`src/dpb_pkg.sv`:
```
// Package for the depth pixel back-projection block.
// Payload types, register indexes, controller/datapath command and status types.
// No dependencies.
package dpb_pkg;

    localparam int DEF_SUBSAMPLE_STEP = 4;
    localparam int DEF_MAX_COLUMNS    = 4096;

    localparam int DEPTH_W   = 16;
    localparam int COLOR_W   = 8;
    localparam int POINT_W   = 24;
    localparam int WIDTH_W   = 13;
    localparam int PRINC_W   = 16;
    localparam int COEF_W    = 24;
    localparam int COORD_W   = 12;
    localparam int CFG_IDX_W = 3;
    localparam int CFG_DAT_W = 24;

    localparam logic [COORD_W-1:0] ROW_MAX = 12'd4095;

    localparam logic [WIDTH_W-1:0] RST_IMAGE_WIDTH     = 13'd640;
    localparam logic [PRINC_W-1:0] RST_PRINCIPAL_X     = 16'd5112;
    localparam logic [PRINC_W-1:0] RST_PRINCIPAL_Y     = 16'd3832;
    localparam logic [COEF_W-1:0]  RST_INV_FOCAL_X     = 24'd31957;
    localparam logic [COEF_W-1:0]  RST_INV_FOCAL_Y     = 24'd31957;
    localparam logic [COEF_W-1:0]  RST_INV_DEPTH_SCALE = 24'd16777;

    typedef enum logic [CFG_IDX_W-1:0] {
        REG_IMAGE_WIDTH     = 3'd0,
        REG_PRINCIPAL_X     = 3'd1,
        REG_PRINCIPAL_Y     = 3'd2,
        REG_INV_FOCAL_X     = 3'd3,
        REG_INV_FOCAL_Y     = 3'd4,
        REG_INV_DEPTH_SCALE = 3'd5
    } t_cfg_reg;

    typedef enum logic [1:0] {
        MS_DEPTH = 2'd0,   // depth * inv_depth_scale
        MS_MAG   = 2'd1,   // offset magnitude * z
        MS_LO    = 2'd2,   // low 24 bits of previous product * inv_focal
        MS_HI    = 2'd3    // saved high 16 bits * inv_focal
    } t_mul_sel;

    typedef struct packed {
        logic [DEPTH_W-1:0] depth_raw;
        logic [COLOR_W-1:0] blue;
        logic [COLOR_W-1:0] green;
        logic [COLOR_W-1:0] red;
        logic               frame_start;
    } t_pixel;

    typedef struct packed {
        logic signed [POINT_W-1:0] point_x;
        logic signed [POINT_W-1:0] point_y;
        logic [POINT_W-1:0]        point_z;
        logic [COLOR_W-1:0]        out_blue;
        logic [COLOR_W-1:0]        out_green;
        logic [COLOR_W-1:0]        out_red;
    } t_point;

    typedef struct packed {
        logic     accept;
        t_mul_sel mul_sel;
        logic     axis;      // 0: x, 1: y
        logic     hi_load;
        logic     acc_load;
        logic     acc_add;
        logic     z_load;
        logic     res_load;
        logic     out_load;
    } t_dp_cmd;

    typedef struct packed {
        logic hit;
        logic out_busy;
    } t_dp_sts;

endpackage

```
`src/dpb_if.sv`:
```
// Valid/ready channel interfaces for pixels in and points out.
// Depends on dpb_pkg for the payload types.
interface dpb_pixel_if;
    logic           valid;
    logic           ready;
    dpb_pkg::t_pixel data;
    modport source (output valid, output data, input ready);
    modport sink   (input valid, input data, output ready);
endinterface

interface dpb_point_if;
    logic           valid;
    logic           ready;
    dpb_pkg::t_point data;
    modport source (output valid, output data, input ready);
    modport sink   (input valid, input data, output ready);
endinterface

```
`src/dpb_ctrl.sv`:
```
// Sequencer for the back-projection datapath: steps the shared multiplier
// through z, then x, then y. Depends on dpb_pkg.
module dpb_ctrl (
    input  logic             i_clk,
    input  logic             i_rst_n,
    input  logic             i_in_valid,
    output logic             o_in_ready,
    input  dpb_pkg::t_dp_sts i_sts,
    output dpb_pkg::t_dp_cmd o_cmd
);
    import dpb_pkg::*;

    typedef enum logic [8:0] {
        ST_IDLE = 9'b000000001,
        ST_ZMUL = 9'b000000010,
        ST_ZSAT = 9'b000000100,
        ST_MAG  = 9'b000001000,
        ST_LO   = 9'b000010000,
        ST_HI   = 9'b000100000,
        ST_SUM  = 9'b001000000,
        ST_RND  = 9'b010000000,
        ST_DONE = 9'b100000000
    } t_state;

    t_state r_state, n_state;
    logic   r_axis, n_axis;

    always_comb begin
        n_state       = r_state;
        n_axis        = r_axis;
        o_cmd         = '0;
        o_cmd.mul_sel = MS_DEPTH;
        o_cmd.axis    = r_axis;
        case (r_state)
            ST_IDLE: begin
                o_cmd.accept = i_in_valid;
                if (i_in_valid && i_sts.hit) begin
                    n_state = ST_ZMUL;
                    n_axis  = 1'b0;
                end
            end
            ST_ZMUL: begin
                o_cmd.mul_sel = MS_DEPTH;
                n_state       = ST_ZSAT;
            end
            ST_ZSAT: begin
                o_cmd.z_load = 1'b1;
                n_state      = ST_MAG;
            end
            ST_MAG: begin
                o_cmd.mul_sel = MS_MAG;
                n_state       = ST_LO;
            end
            ST_LO: begin
                o_cmd.mul_sel = MS_LO;
                o_cmd.hi_load = 1'b1;
                n_state       = ST_HI;
            end
            ST_HI: begin
                o_cmd.mul_sel  = MS_HI;
                o_cmd.acc_load = 1'b1;
                n_state        = ST_SUM;
            end
            ST_SUM: begin
                o_cmd.acc_add = 1'b1;
                n_state       = ST_RND;
            end
            ST_RND: begin
                o_cmd.res_load = 1'b1;
                if (r_axis) begin
                    n_state = ST_DONE;
                end else begin
                    n_axis  = 1'b1;
                    n_state = ST_MAG;
                end
            end
            ST_DONE: begin
                if (!i_sts.out_busy) begin
                    o_cmd.out_load = 1'b1;
                    n_state        = ST_IDLE;
                end
            end
            default: begin
                n_state = ST_IDLE;
            end
        endcase
    end

    assign o_in_ready = (r_state == ST_IDLE);

    always_ff @(posedge i_clk) begin
        if (!i_rst_n) begin
            r_state <= ST_IDLE;
            r_axis  <= 1'b0;
        end else begin
            r_state <= n_state;
            r_axis  <= n_axis;
        end
    end

    a_hit_starts: assert property (@(posedge i_clk) disable iff (!i_rst_n)
        (r_state == ST_IDLE && i_in_valid && i_sts.hit) |=> (r_state == ST_ZMUL))
        else $error("hit request did not start the sequence");

    a_no_overwrite: assert property (@(posedge i_clk) disable iff (!i_rst_n)
        !(o_cmd.out_load && i_sts.out_busy))
        else $error("output register loaded while still held");

    a_y_then_done: assert property (@(posedge i_clk) disable iff (!i_rst_n)
        (r_state == ST_RND && r_axis) |=> (r_state == ST_DONE))
        else $error("y rounding not followed by done");

    a_x_then_y: assert property (@(posedge i_clk) disable iff (!i_rst_n)
        (r_state == ST_RND && !r_axis) |=> (r_state == ST_MAG && r_axis))
        else $error("x rounding not followed by y pass");

endmodule

```
`src/dpb_dp.sv`:
```
// Datapath: config registers, raster counters, shared 24x24 multiplier,
// accumulator, rounding/saturation and output register. Depends on dpb_pkg.
module dpb_dp #(
    parameter int SUBSAMPLE_STEP = dpb_pkg::DEF_SUBSAMPLE_STEP,
    parameter int MAX_COLUMNS    = dpb_pkg::DEF_MAX_COLUMNS
) (
    input  logic                                i_clk,
    input  logic                                i_rst_n,
    input  logic                                i_cfg_we,
    input  logic [dpb_pkg::CFG_IDX_W-1:0]       i_cfg_index,
    input  logic [dpb_pkg::CFG_DAT_W-1:0]       i_cfg_data,
    input  dpb_pkg::t_pixel                     i_pixel,
    input  dpb_pkg::t_dp_cmd                    i_cmd,
    output dpb_pkg::t_dp_sts                    o_sts,
    output logic                                o_out_valid,
    input  logic                                i_out_ready,
    output dpb_pkg::t_point                     o_point
);
    import dpb_pkg::*;

    localparam int COL_W = $clog2(MAX_COLUMNS);
    localparam int PH_W  = (SUBSAMPLE_STEP > 1) ? $clog2(SUBSAMPLE_STEP) : 1;
    localparam logic [PH_W-1:0]    PH_LAST = PH_W'(SUBSAMPLE_STEP - 1);
    localparam logic [WIDTH_W-1:0] LIM_MAX = WIDTH_W'(MAX_COLUMNS);

    // configuration
    logic [WIDTH_W-1:0] r_width;
    logic [PRINC_W-1:0] r_px, r_py;
    logic [COEF_W-1:0]  r_fx, r_fy, r_ids;

    always_ff @(posedge i_clk) begin
        if (!i_rst_n) begin
            r_width <= RST_IMAGE_WIDTH;
            r_px    <= RST_PRINCIPAL_X;
            r_py    <= RST_PRINCIPAL_Y;
            r_fx    <= RST_INV_FOCAL_X;
            r_fy    <= RST_INV_FOCAL_Y;
            r_ids   <= RST_INV_DEPTH_SCALE;
        end else if (i_cfg_we) begin
            case (t_cfg_reg'(i_cfg_index))
                REG_IMAGE_WIDTH:     r_width <= i_cfg_data[WIDTH_W-1:0];
                REG_PRINCIPAL_X:     r_px    <= i_cfg_data[PRINC_W-1:0];
                REG_PRINCIPAL_Y:     r_py    <= i_cfg_data[PRINC_W-1:0];
                REG_INV_FOCAL_X:     r_fx    <= i_cfg_data[COEF_W-1:0];
                REG_INV_FOCAL_Y:     r_fy    <= i_cfg_data[COEF_W-1:0];
                REG_INV_DEPTH_SCALE: r_ids   <= i_cfg_data[COEF_W-1:0];
                default: ;
            endcase
        end
    end

    // raster position; phase counters track position mod the subsample step
    logic [COL_W-1:0]   r_col, n_col, col_cur;
    logic [COORD_W-1:0] r_row, n_row, row_cur;
    logic [PH_W-1:0]    r_col_ph, n_col_ph, col_ph_cur;
    logic [PH_W-1:0]    r_row_ph, n_row_ph, row_ph_cur;
    logic [WIDTH_W-1:0] limit;
    logic               wrap;

    always_comb begin
        col_cur    = i_pixel.frame_start ? '0 : r_col;
        row_cur    = i_pixel.frame_start ? '0 : r_row;
        col_ph_cur = i_pixel.frame_start ? '0 : r_col_ph;
        row_ph_cur = i_pixel.frame_start ? '0 : r_row_ph;

        if (r_width == '0) begin
            limit = WIDTH_W'(1);
        end else if (r_width > LIM_MAX) begin
            limit = LIM_MAX;
        end else begin
            limit = r_width;
        end
        wrap = (WIDTH_W'(col_cur) + WIDTH_W'(1)) >= limit;

        n_row    = row_cur;
        n_row_ph = row_ph_cur;
        if (wrap) begin
            n_col    = '0;
            n_col_ph = '0;
            if (row_cur < ROW_MAX) begin
                n_row    = row_cur + COORD_W'(1);
                n_row_ph = (row_ph_cur == PH_LAST) ? '0 : row_ph_cur + PH_W'(1);
            end
        end else begin
            n_col    = col_cur + COL_W'(1);
            n_col_ph = (col_ph_cur == PH_LAST) ? '0 : col_ph_cur + PH_W'(1);
        end
    end

    assign o_sts.hit = (i_pixel.depth_raw != '0) && (col_ph_cur == '0) && (row_ph_cur == '0);

    always_ff @(posedge i_clk) begin
        if (!i_rst_n) begin
            r_col    <= '0;
            r_row    <= '0;
            r_col_ph <= '0;
            r_row_ph <= '0;
        end else if (i_cmd.accept) begin
            r_col    <= n_col;
            r_row    <= n_row;
            r_col_ph <= n_col_ph;
            r_row_ph <= n_row_ph;
        end
    end

    // request payload held for the sequence
    logic [DEPTH_W-1:0] r_depth;
    logic [COLOR_W-1:0] r_blue, r_green, r_red;
    logic [COORD_W-1:0] r_pcol, r_prow;

    always_ff @(posedge i_clk) begin
        if (i_cmd.accept) begin
            r_depth <= i_pixel.depth_raw;
            r_blue  <= i_pixel.blue;
            r_green <= i_pixel.green;
            r_red   <= i_pixel.red;
            r_pcol  <= COORD_W'(col_cur);
            r_prow  <= row_cur;
        end
    end

    // signed offset in Q.4 pixels, as sign and magnitude
    logic [PRINC_W-1:0] p4, princ, mag;
    logic               neg;
    logic [COEF_W-1:0]  focal;

    always_comb begin
        p4    = i_cmd.axis ? {r_prow, 4'b0} : {r_pcol, 4'b0};
        princ = i_cmd.axis ? r_py : r_px;
        focal = i_cmd.axis ? r_fy : r_fx;
        neg   = p4 < princ;
        mag   = neg ? (princ - p4) : (p4 - princ);
    end

    // shared multiplier
    logic [COEF_W-1:0]   mul_a, mul_b;
    logic [2*COEF_W-1:0] mul_p, r_prod;
    logic [15:0]         r_mz_hi;
    logic [63:0]         r_acc;
    logic [POINT_W-1:0]  r_z;

    always_comb begin
        case (i_cmd.mul_sel)
            MS_DEPTH: begin
                mul_a = COEF_W'(r_depth);
                mul_b = r_ids;
            end
            MS_MAG: begin
                mul_a = COEF_W'(mag);
                mul_b = r_z;
            end
            MS_LO: begin
                mul_a = r_prod[23:0];
                mul_b = focal;
            end
            MS_HI: begin
                mul_a = COEF_W'(r_mz_hi);
                mul_b = focal;
            end
            default: begin
                mul_a = '0;
                mul_b = '0;
            end
        endcase
    end

    assign mul_p = mul_a * mul_b;

    // z rounding and saturation
    logic [40:0]        z_sum;
    logic [POINT_W-1:0] z_sat;
    // x/y rounding half away from zero, then saturation
    logic [64:0]        rnd_sum;
    logic [36:0]        q;
    logic [POINT_W-1:0] q_sat, axis_res;

    always_comb begin
        z_sum = {1'b0, r_prod[39:0]} + 41'd128;
        z_sat = (|z_sum[40:32]) ? {POINT_W{1'b1}} : z_sum[31:8];

        rnd_sum = {1'b0, r_acc} + 65'(64'd1 << 27);
        q       = rnd_sum[64:28];
        if (neg) begin
            q_sat    = (q > 37'd8388608) ? 24'd8388608 : q[23:0];
            axis_res = ~q_sat + 24'd1;
        end else begin
            q_sat    = (q > 37'd8388607) ? 24'd8388607 : q[23:0];
            axis_res = q_sat;
        end
    end

    logic signed [POINT_W-1:0] r_x, r_y;

    always_ff @(posedge i_clk) begin
        r_prod <= mul_p;
        if (i_cmd.hi_load) begin
            r_mz_hi <= r_prod[39:24];
        end
        if (i_cmd.acc_load) begin
            r_acc <= 64'(r_prod);
        end else if (i_cmd.acc_add) begin
            r_acc <= r_acc + {r_prod[39:0], 24'b0};
        end
        if (i_cmd.z_load) begin
            r_z <= z_sat;
        end
        if (i_cmd.res_load) begin
            if (i_cmd.axis) begin
                r_y <= axis_res;
            end else begin
                r_x <= axis_res;
            end
        end
    end

    // output register
    t_point r_out;
    logic   r_out_valid;

    always_ff @(posedge i_clk) begin
        if (i_cmd.out_load) begin
            r_out.point_x   <= r_x;
            r_out.point_y   <= r_y;
            r_out.point_z   <= r_z;
            r_out.out_blue  <= r_blue;
            r_out.out_green <= r_green;
            r_out.out_red   <= r_red;
        end
    end

    always_ff @(posedge i_clk) begin
        if (!i_rst_n) begin
            r_out_valid <= 1'b0;
        end else if (i_cmd.out_load) begin
            r_out_valid <= 1'b1;
        end else if (i_out_ready) begin
            r_out_valid <= 1'b0;
        end
    end

    assign o_sts.out_busy = r_out_valid && !i_out_ready;
    assign o_out_valid    = r_out_valid;
    assign o_point        = r_out;

    a_zero_z_centered: assert property (@(posedge i_clk) disable iff (!i_rst_n)
        r_out_valid |-> (r_out.point_z != '0 || (r_out.point_x == '0 && r_out.point_y == '0)))
        else $error("zero depth point with nonzero x or y");

    a_col_phase: assert property (@(posedge i_clk) disable iff (!i_rst_n)
        (r_col == '0) |-> (r_col_ph == '0))
        else $error("column phase out of step with column");

endmodule

```
`src/depth_pixel_backprojection.sv`:
```
// Top level of the depth pixel back-projection block.
// Depends on dpb_pkg, dpb_if (channels), dpb_ctrl and dpb_dp.
//
//  port     | dir | handshake     | carries
//  i_pix    | in  | valid/ready   | depth_raw, blue, green, red, frame_start
//  o_pts    | out | valid/ready   | point_x, point_y, point_z, out_blue/green/red
//  i_cfg_*  | in  | write enable  | register index and data, no read-back
//
// A pixel that produces no point leaves the sequencer idle; the next pixel
// is taken in the following cycle. For a point pixel, one shared 24x24
// multiplier is stepped through z, then x and y (five steps per axis).
// The finished point sits in an output register; a new pixel is taken only
// after the point is moved there, so a stalled output holds the sequencer.
// Reset is synchronous, active low, and restores register defaults.
module depth_pixel_backprojection #(
    parameter int SUBSAMPLE_STEP = dpb_pkg::DEF_SUBSAMPLE_STEP,
    parameter int MAX_COLUMNS    = dpb_pkg::DEF_MAX_COLUMNS
) (
    input  logic                          i_clk,
    input  logic                          i_rst_n,
    input  logic                          i_cfg_we,
    input  logic [dpb_pkg::CFG_IDX_W-1:0] i_cfg_index,
    input  logic [dpb_pkg::CFG_DAT_W-1:0] i_cfg_data,
    dpb_pixel_if.sink                     i_pix,
    dpb_point_if.source                   o_pts
);
    import dpb_pkg::*;

    t_dp_cmd cmd;
    t_dp_sts sts;

    dpb_ctrl u_ctrl (
        .i_clk      (i_clk),
        .i_rst_n    (i_rst_n),
        .i_in_valid (i_pix.valid),
        .o_in_ready (i_pix.ready),
        .i_sts      (sts),
        .o_cmd      (cmd)
    );

    dpb_dp #(
        .SUBSAMPLE_STEP (SUBSAMPLE_STEP),
        .MAX_COLUMNS    (MAX_COLUMNS)
    ) u_dp (
        .i_clk       (i_clk),
        .i_rst_n     (i_rst_n),
        .i_cfg_we    (i_cfg_we),
        .i_cfg_index (i_cfg_index),
        .i_cfg_data  (i_cfg_data),
        .i_pixel     (i_pix.data),
        .i_cmd       (cmd),
        .o_sts       (sts),
        .o_out_valid (o_pts.valid),
        .i_out_ready (o_pts.ready),
        .o_point     (o_pts.data)
    );

endmodule

```
`src/flat_wrapper.sv`:
```
// flat-port wrapper written by rule: the top's interface ports become plain ports
module depth_pixel_backprojection_flat import dpb_pkg::*;
#(
    parameter int SUBSAMPLE_STEP = dpb_pkg::DEF_SUBSAMPLE_STEP,
    parameter int MAX_COLUMNS    = dpb_pkg::DEF_MAX_COLUMNS
)
  (i_clk, i_rst_n, i_cfg_we, i_cfg_index, i_cfg_data, i_pix_valid, i_pix_data, i_pix_ready, o_pts_valid, o_pts_data, o_pts_ready);
  dpb_pixel_if i_pix_i ();
  dpb_point_if o_pts_i ();
  input  logic i_clk;
  input  logic i_rst_n;
  input  logic i_cfg_we;
  input  logic [dpb_pkg::CFG_IDX_W-1:0] i_cfg_index;
  input  logic [dpb_pkg::CFG_DAT_W-1:0] i_cfg_data;
  input wire logic [$bits(i_pix_i.valid)-1:0] i_pix_valid;
  input wire logic [$bits(i_pix_i.data)-1:0] i_pix_data;
  output wire logic [$bits(i_pix_i.ready)-1:0] i_pix_ready;
  output wire logic [$bits(o_pts_i.valid)-1:0] o_pts_valid;
  output wire logic [$bits(o_pts_i.data)-1:0] o_pts_data;
  input wire logic [$bits(o_pts_i.ready)-1:0] o_pts_ready;
  assign i_pix_i.valid = i_pix_valid;
  assign i_pix_i.data = i_pix_data;
  assign i_pix_ready = i_pix_i.ready;
  assign o_pts_valid = o_pts_i.valid;
  assign o_pts_data = o_pts_i.data;
  assign o_pts_i.ready = o_pts_ready;
  depth_pixel_backprojection #(.SUBSAMPLE_STEP(SUBSAMPLE_STEP), .MAX_COLUMNS(MAX_COLUMNS)) u_core (.i_clk(i_clk), .i_rst_n(i_rst_n), .i_cfg_we(i_cfg_we), .i_cfg_index(i_cfg_index), .i_cfg_data(i_cfg_data), .i_pix(i_pix_i), .o_pts(o_pts_i));
endmodule
```
`config.mk`:
```
export PLATFORM = sky130hd
export DESIGN_NAME = depth_pixel_backprojection_flat
export DESIGN_NICKNAME = d
export VERILOG_FILES = /design/src/dpb_pkg.sv /design/src/dpb_if.sv /design/src/dpb_ctrl.sv /design/src/dpb_dp.sv /design/src/depth_pixel_backprojection.sv /design/src/flat_wrapper.sv
export SDC_FILE = /design/constraint.sdc
export NUM_CORES = 2
export LEC_CHECK = 0
export BUFFER_PORTS_ARGS = -buffer_cell sky130_fd_sc_hd__buf_2
export CORE_ASPECT_RATIO = 1.2
export CORE_MARGIN = 2
export CORE_UTILIZATION = 64
export CTS_CLUSTER_SIZE = 40
export DETAILED_ROUTE_END_ITERATION = 7
export GPL_TIMING_DRIVEN = 0
export HOLD_SLACK_MARGIN = 0.1
export PLACE_DENSITY = 0.94
export SYNTH_ARGS = -nofsm -noshare
export SYNTH_HDL_FRONTEND = slang
export SYNTH_SLANG_ARGS = --single-unit
```
`constraint.sdc`:
```
create_clock -name i_clk -period 11.5 [get_ports i_clk]
set_input_delay 1.725 -clock i_clk [delete_from_list [all_inputs] [get_ports i_clk]]
set_output_delay 1.725 -clock i_clk [all_outputs]
set_load 0.005 [all_outputs]
```
==> summary.txt <==
Status
  – Status: finished, violations left
  – Failing checks: design-rule violations

Setup path
  – Critical Path AT: 11.90 ns
  – CP Capture Type: flop
  – Critical Path Source Type: flop
  – Most used cell, CP: inv_1
  – Reg2reg end: u_core.u_dp.r_prod[35]
  – Reg-to-reg slack, setup: 0.15 ns
  – Max stage delay cell, worst path: fa_1
  – R2R depth: 40
  – Crit path buf inv count: 13
  – Launching point of the worst reg2reg path: u_core.u_ctrl.r_axis
  – Critical path endpoint: u_core.u_dp.r_prod[35]
  – Crit Path Max Fanout: 10
  – CP max stage delay: 0.57 ns
  – Required time of the critical path: 12.05 ns
  – Critical path depth in cells: 40
  – Crit path launch: u_core.u_ctrl.r_axis
  – WS Path Type: flop to flop
  – Crit path max-delay family: adder cells

Synthesis
  – Post-synth top area cell: fa_1
  – Post-synth top cells: nand2_1 (787), inv_1 (670), fa_1 (484)
  – Main synth FF type: edfxtp_1
  – Top-count cell post-synth: nand2_1
  – Flop and latch count out of synthesis: 492
  – Sequential area share after synthesis: 29.4%
  – Ys async rst share: 0%
  – Synth Cell Area: 42700 um2
  – Ys Warns: 0
  – Post-synthesis average cell area: 9.36 um2
  – Synth top area cells: fa_1 (23%), edfxtp_1 (19%), dfxtp_1 (10%)
  – Cells after synthesis: 4565
  – Number of flops mapped to enable cells by yosys: 272
  – Syn_nets: 5379
  – Post-synth cell types: 108
  – Top cell type's share of synthesized area: 22.7%

Layout
  – Final Net Count: 5609
  – # fillers: 4910
  – Share of cells above drive strength 1: 9.35%
  – Area growth, synth to finish: 10.0%

Detailed routing
  – Via Count: 35800
  – Number of routed nets with antenna violations: 0
  – Drt first pass iters: 8
  – Drt wl/cell: 24.8 um
  – DRT iter0 DRCs: 4101
  – Routed Wire Length: 142000 um
  – Drc violations: 1
  – Vias per cell: 6.24

Clock tree
  – # clock sinks: 492
  – Hold Buf Count CTS: 0
  – Clk_lat worst skew: 0.63 ns
  – Clock tree from TritonCTS: done
  – H-tree levels: 2
  – CTS root buf: clkbuf_16
  – Reg clk slew, reported paths: 0.07 ns
  – Maximum buffer depth of the clock tree: 3
  – Total clock buffers created by CTS: 50

Floorplanning
  – Ports: 171
  – DIE AREA: 68900 um2
  – Height of the die: 287 um
  – # rows: 103
  – Initial core utilization: 64.8%
  – Core area: 66000 um2
  – Chip width: 240 um

Min path
  – HP Class: flop to flop

Global routing
  – Grt total ovfl: 0
  – Largest net degree at the start of global routing: 37
  – Vias in the first global route: 36200
  – Antenna violations before repair: 11
  – First-pass GRT wire length: 213000 um
  – GRT Total Usage: 41.9%

STA
  – Max Transition Viols Final: 0
  – Fin crit share: 98.7%
  – Endpoints failing setup: 0
  – Final WS setup: 0.147 ns
  – Slew @ Worst Pin: 1.33 ns
  – Setup Skew: 0.0295 ns
  – Hold Violations, Final: 0
  – Max Freq: 88.1 MHz
  – Max transition margin: 11.2%
  – Post-layout min period: 11.35 ns

Power and ir drop
  – Total power: 8.61 mW
  – P_leak: 20.9 nW
  – Worst vdd ir: 0.000262 V
  – P per Cell Area: 183 nW/um2

Place
  – DP Worst Slack: -2.08 ns
  – Count of buffers from port buffering: 170
  – Global placement routability congestion: 1.09
  – Post-DP HPWL: 111000 um

Flow run
  – Max Cap Viol: 0
## state kept, by name (all words and copies together), names as in the netlist, 13 cells and up
signal,count
u_core.u_dp.r_width,13
u_core.u_dp.r_fx,24
u_core.u_dp.r_ids,24
u_core.u_dp.r_prod,48
u_core.u_dp.o_point,96
u_core.u_dp.r_acc,40
u_core.u_dp.r_py,16
u_core.u_dp.r_z,24
u_core.u_dp.r_px,16
u_core.u_dp.r_mz_hi,16
u_core.u_dp.r_fy,24
u_core.u_dp.r_x,24
u_core.u_dp.r_y,24
u_core.u_dp.r_depth,16
## layout make-up
cell class	count	area (um2)	share of cell area [%]
clock buffer	60	1330	2.83
buffer	196	945	2.01
antenna	6	15.0	0.0319
sequential	492	12600	26.7
inverter	671	2520	5.36
timing repair buffer	179	1000	2.13
tap	892	1120	2.37
clock inverter	33	447	0.950
multi-input combinational	3205	27100	57.6
## power by group
group	switching (mW)	internal, mW	leakage [nW]
Combinational	2.82	1.68	15.7
Clock	0.759	1.04	0.871
Sequential	0.255	2.07	4.27
## metrics by stage
stage | TNS [ns] | hold slack, ns | cells | utilization, % | instance area (um2)
after floorplan | 0 | 0.400 | 4565 | - | 42700
after global placement | -43.87 | 0.400 | 5627 | 67.7 | 44700
after detailed placement | -44.06 | 0.405 | 5633 | 68.0 | 44900
after CTS | 0 | 0.412 | 5726 | 71.0 | 46800
after global routing | -0.0181 | 0.407 | 5733 | 71.3 | 47000
final | 0 | 0.409 | 5734 | 71.3 | 47000
## cell usage in the layout, fill, tap and decap left out, types with 31 or more instances in the layout
cell type / count
a21boi_0: 85
inv_1: 668
nor2b_1: 58
a21oi_1: 132
a21o_1: 43
o21ai_0: 112
clkbuf_16: 51
edfxtp_1: 272
clkbuf_1: 128
and2_1: 102
nor3_1: 43
and3_1: 36
nand3_1: 115
dfxtp_1: 220
xnor2_1: 86
nor4_1: 31
mux2i_1: 73
ha_1: 257
nor2_1: 291
nand2_1: 787
fa_1: 484
xor2_1: 68
buf_2: 207
## routing by layer
layer  global-route usage, %  vias up  wire [um]
li1                        -    15400          -
met1                    48.0    17200      47000
met2                    65.7     2393      63600
met3                    13.1      775      17600
met4                    32.2        6      13900
met5                   0.705        -         88
## cell families (layout without fill, tap and decap cells)
group	Yosys count	count (layout)	synth area share [%]
other cells	0	6	0
simple gates	1597	1597	17.1
xor+xnor	158	158	3.24
buf+inv	868	1139	7.98
compound gates	629	629	10.2
flops	492	492	29.4
fa+ha+maj	741	741	30.2
mux	80	80	1.89
## what timing repair did
action | in CTS | in global routing
buffers inserted | 0 | 3
cloned | 0 | 0
pin swaps | 0 | 4
endpoints found under the setup margin | 33 | 21
resized for setup | 50 | 33
## worst min path at each step
| stage | start | depth (start not counted) | end |
|---|---|---|---|
| after floorplan | u_core.u_dp.r_red[0] | 0 | u_core.u_dp.o_point[0] |
| after global placement | u_core.u_dp.r_red[5] | 0 | u_core.u_dp.o_point[5] |
| after detailed placement | u_core.u_dp.r_green[4] | 0 | u_core.u_dp.o_point[12] |
| after CTS | u_core.u_dp.r_x[7] | 0 | u_core.u_dp.o_point[79] |
| after global routing | u_core.u_dp.r_x[7] | 0 | u_core.u_dp.o_point[79] |
| final | u_core.u_dp.r_x[22] | 0 | u_core.u_dp.o_point[94] |
## worst reg2reg max path: cells and delay by family, from the launching register on
family          cells  cell delay, ns
xor+xnor            2            0.32
compound gates     11            3.40
mux                 1            0.32
simple gates        4            0.67
fa+ha+maj           9            4.07
flops               1            0.40
buf+inv            13            2.14
No activity file was read; power rests on OpenSTA's default activity.
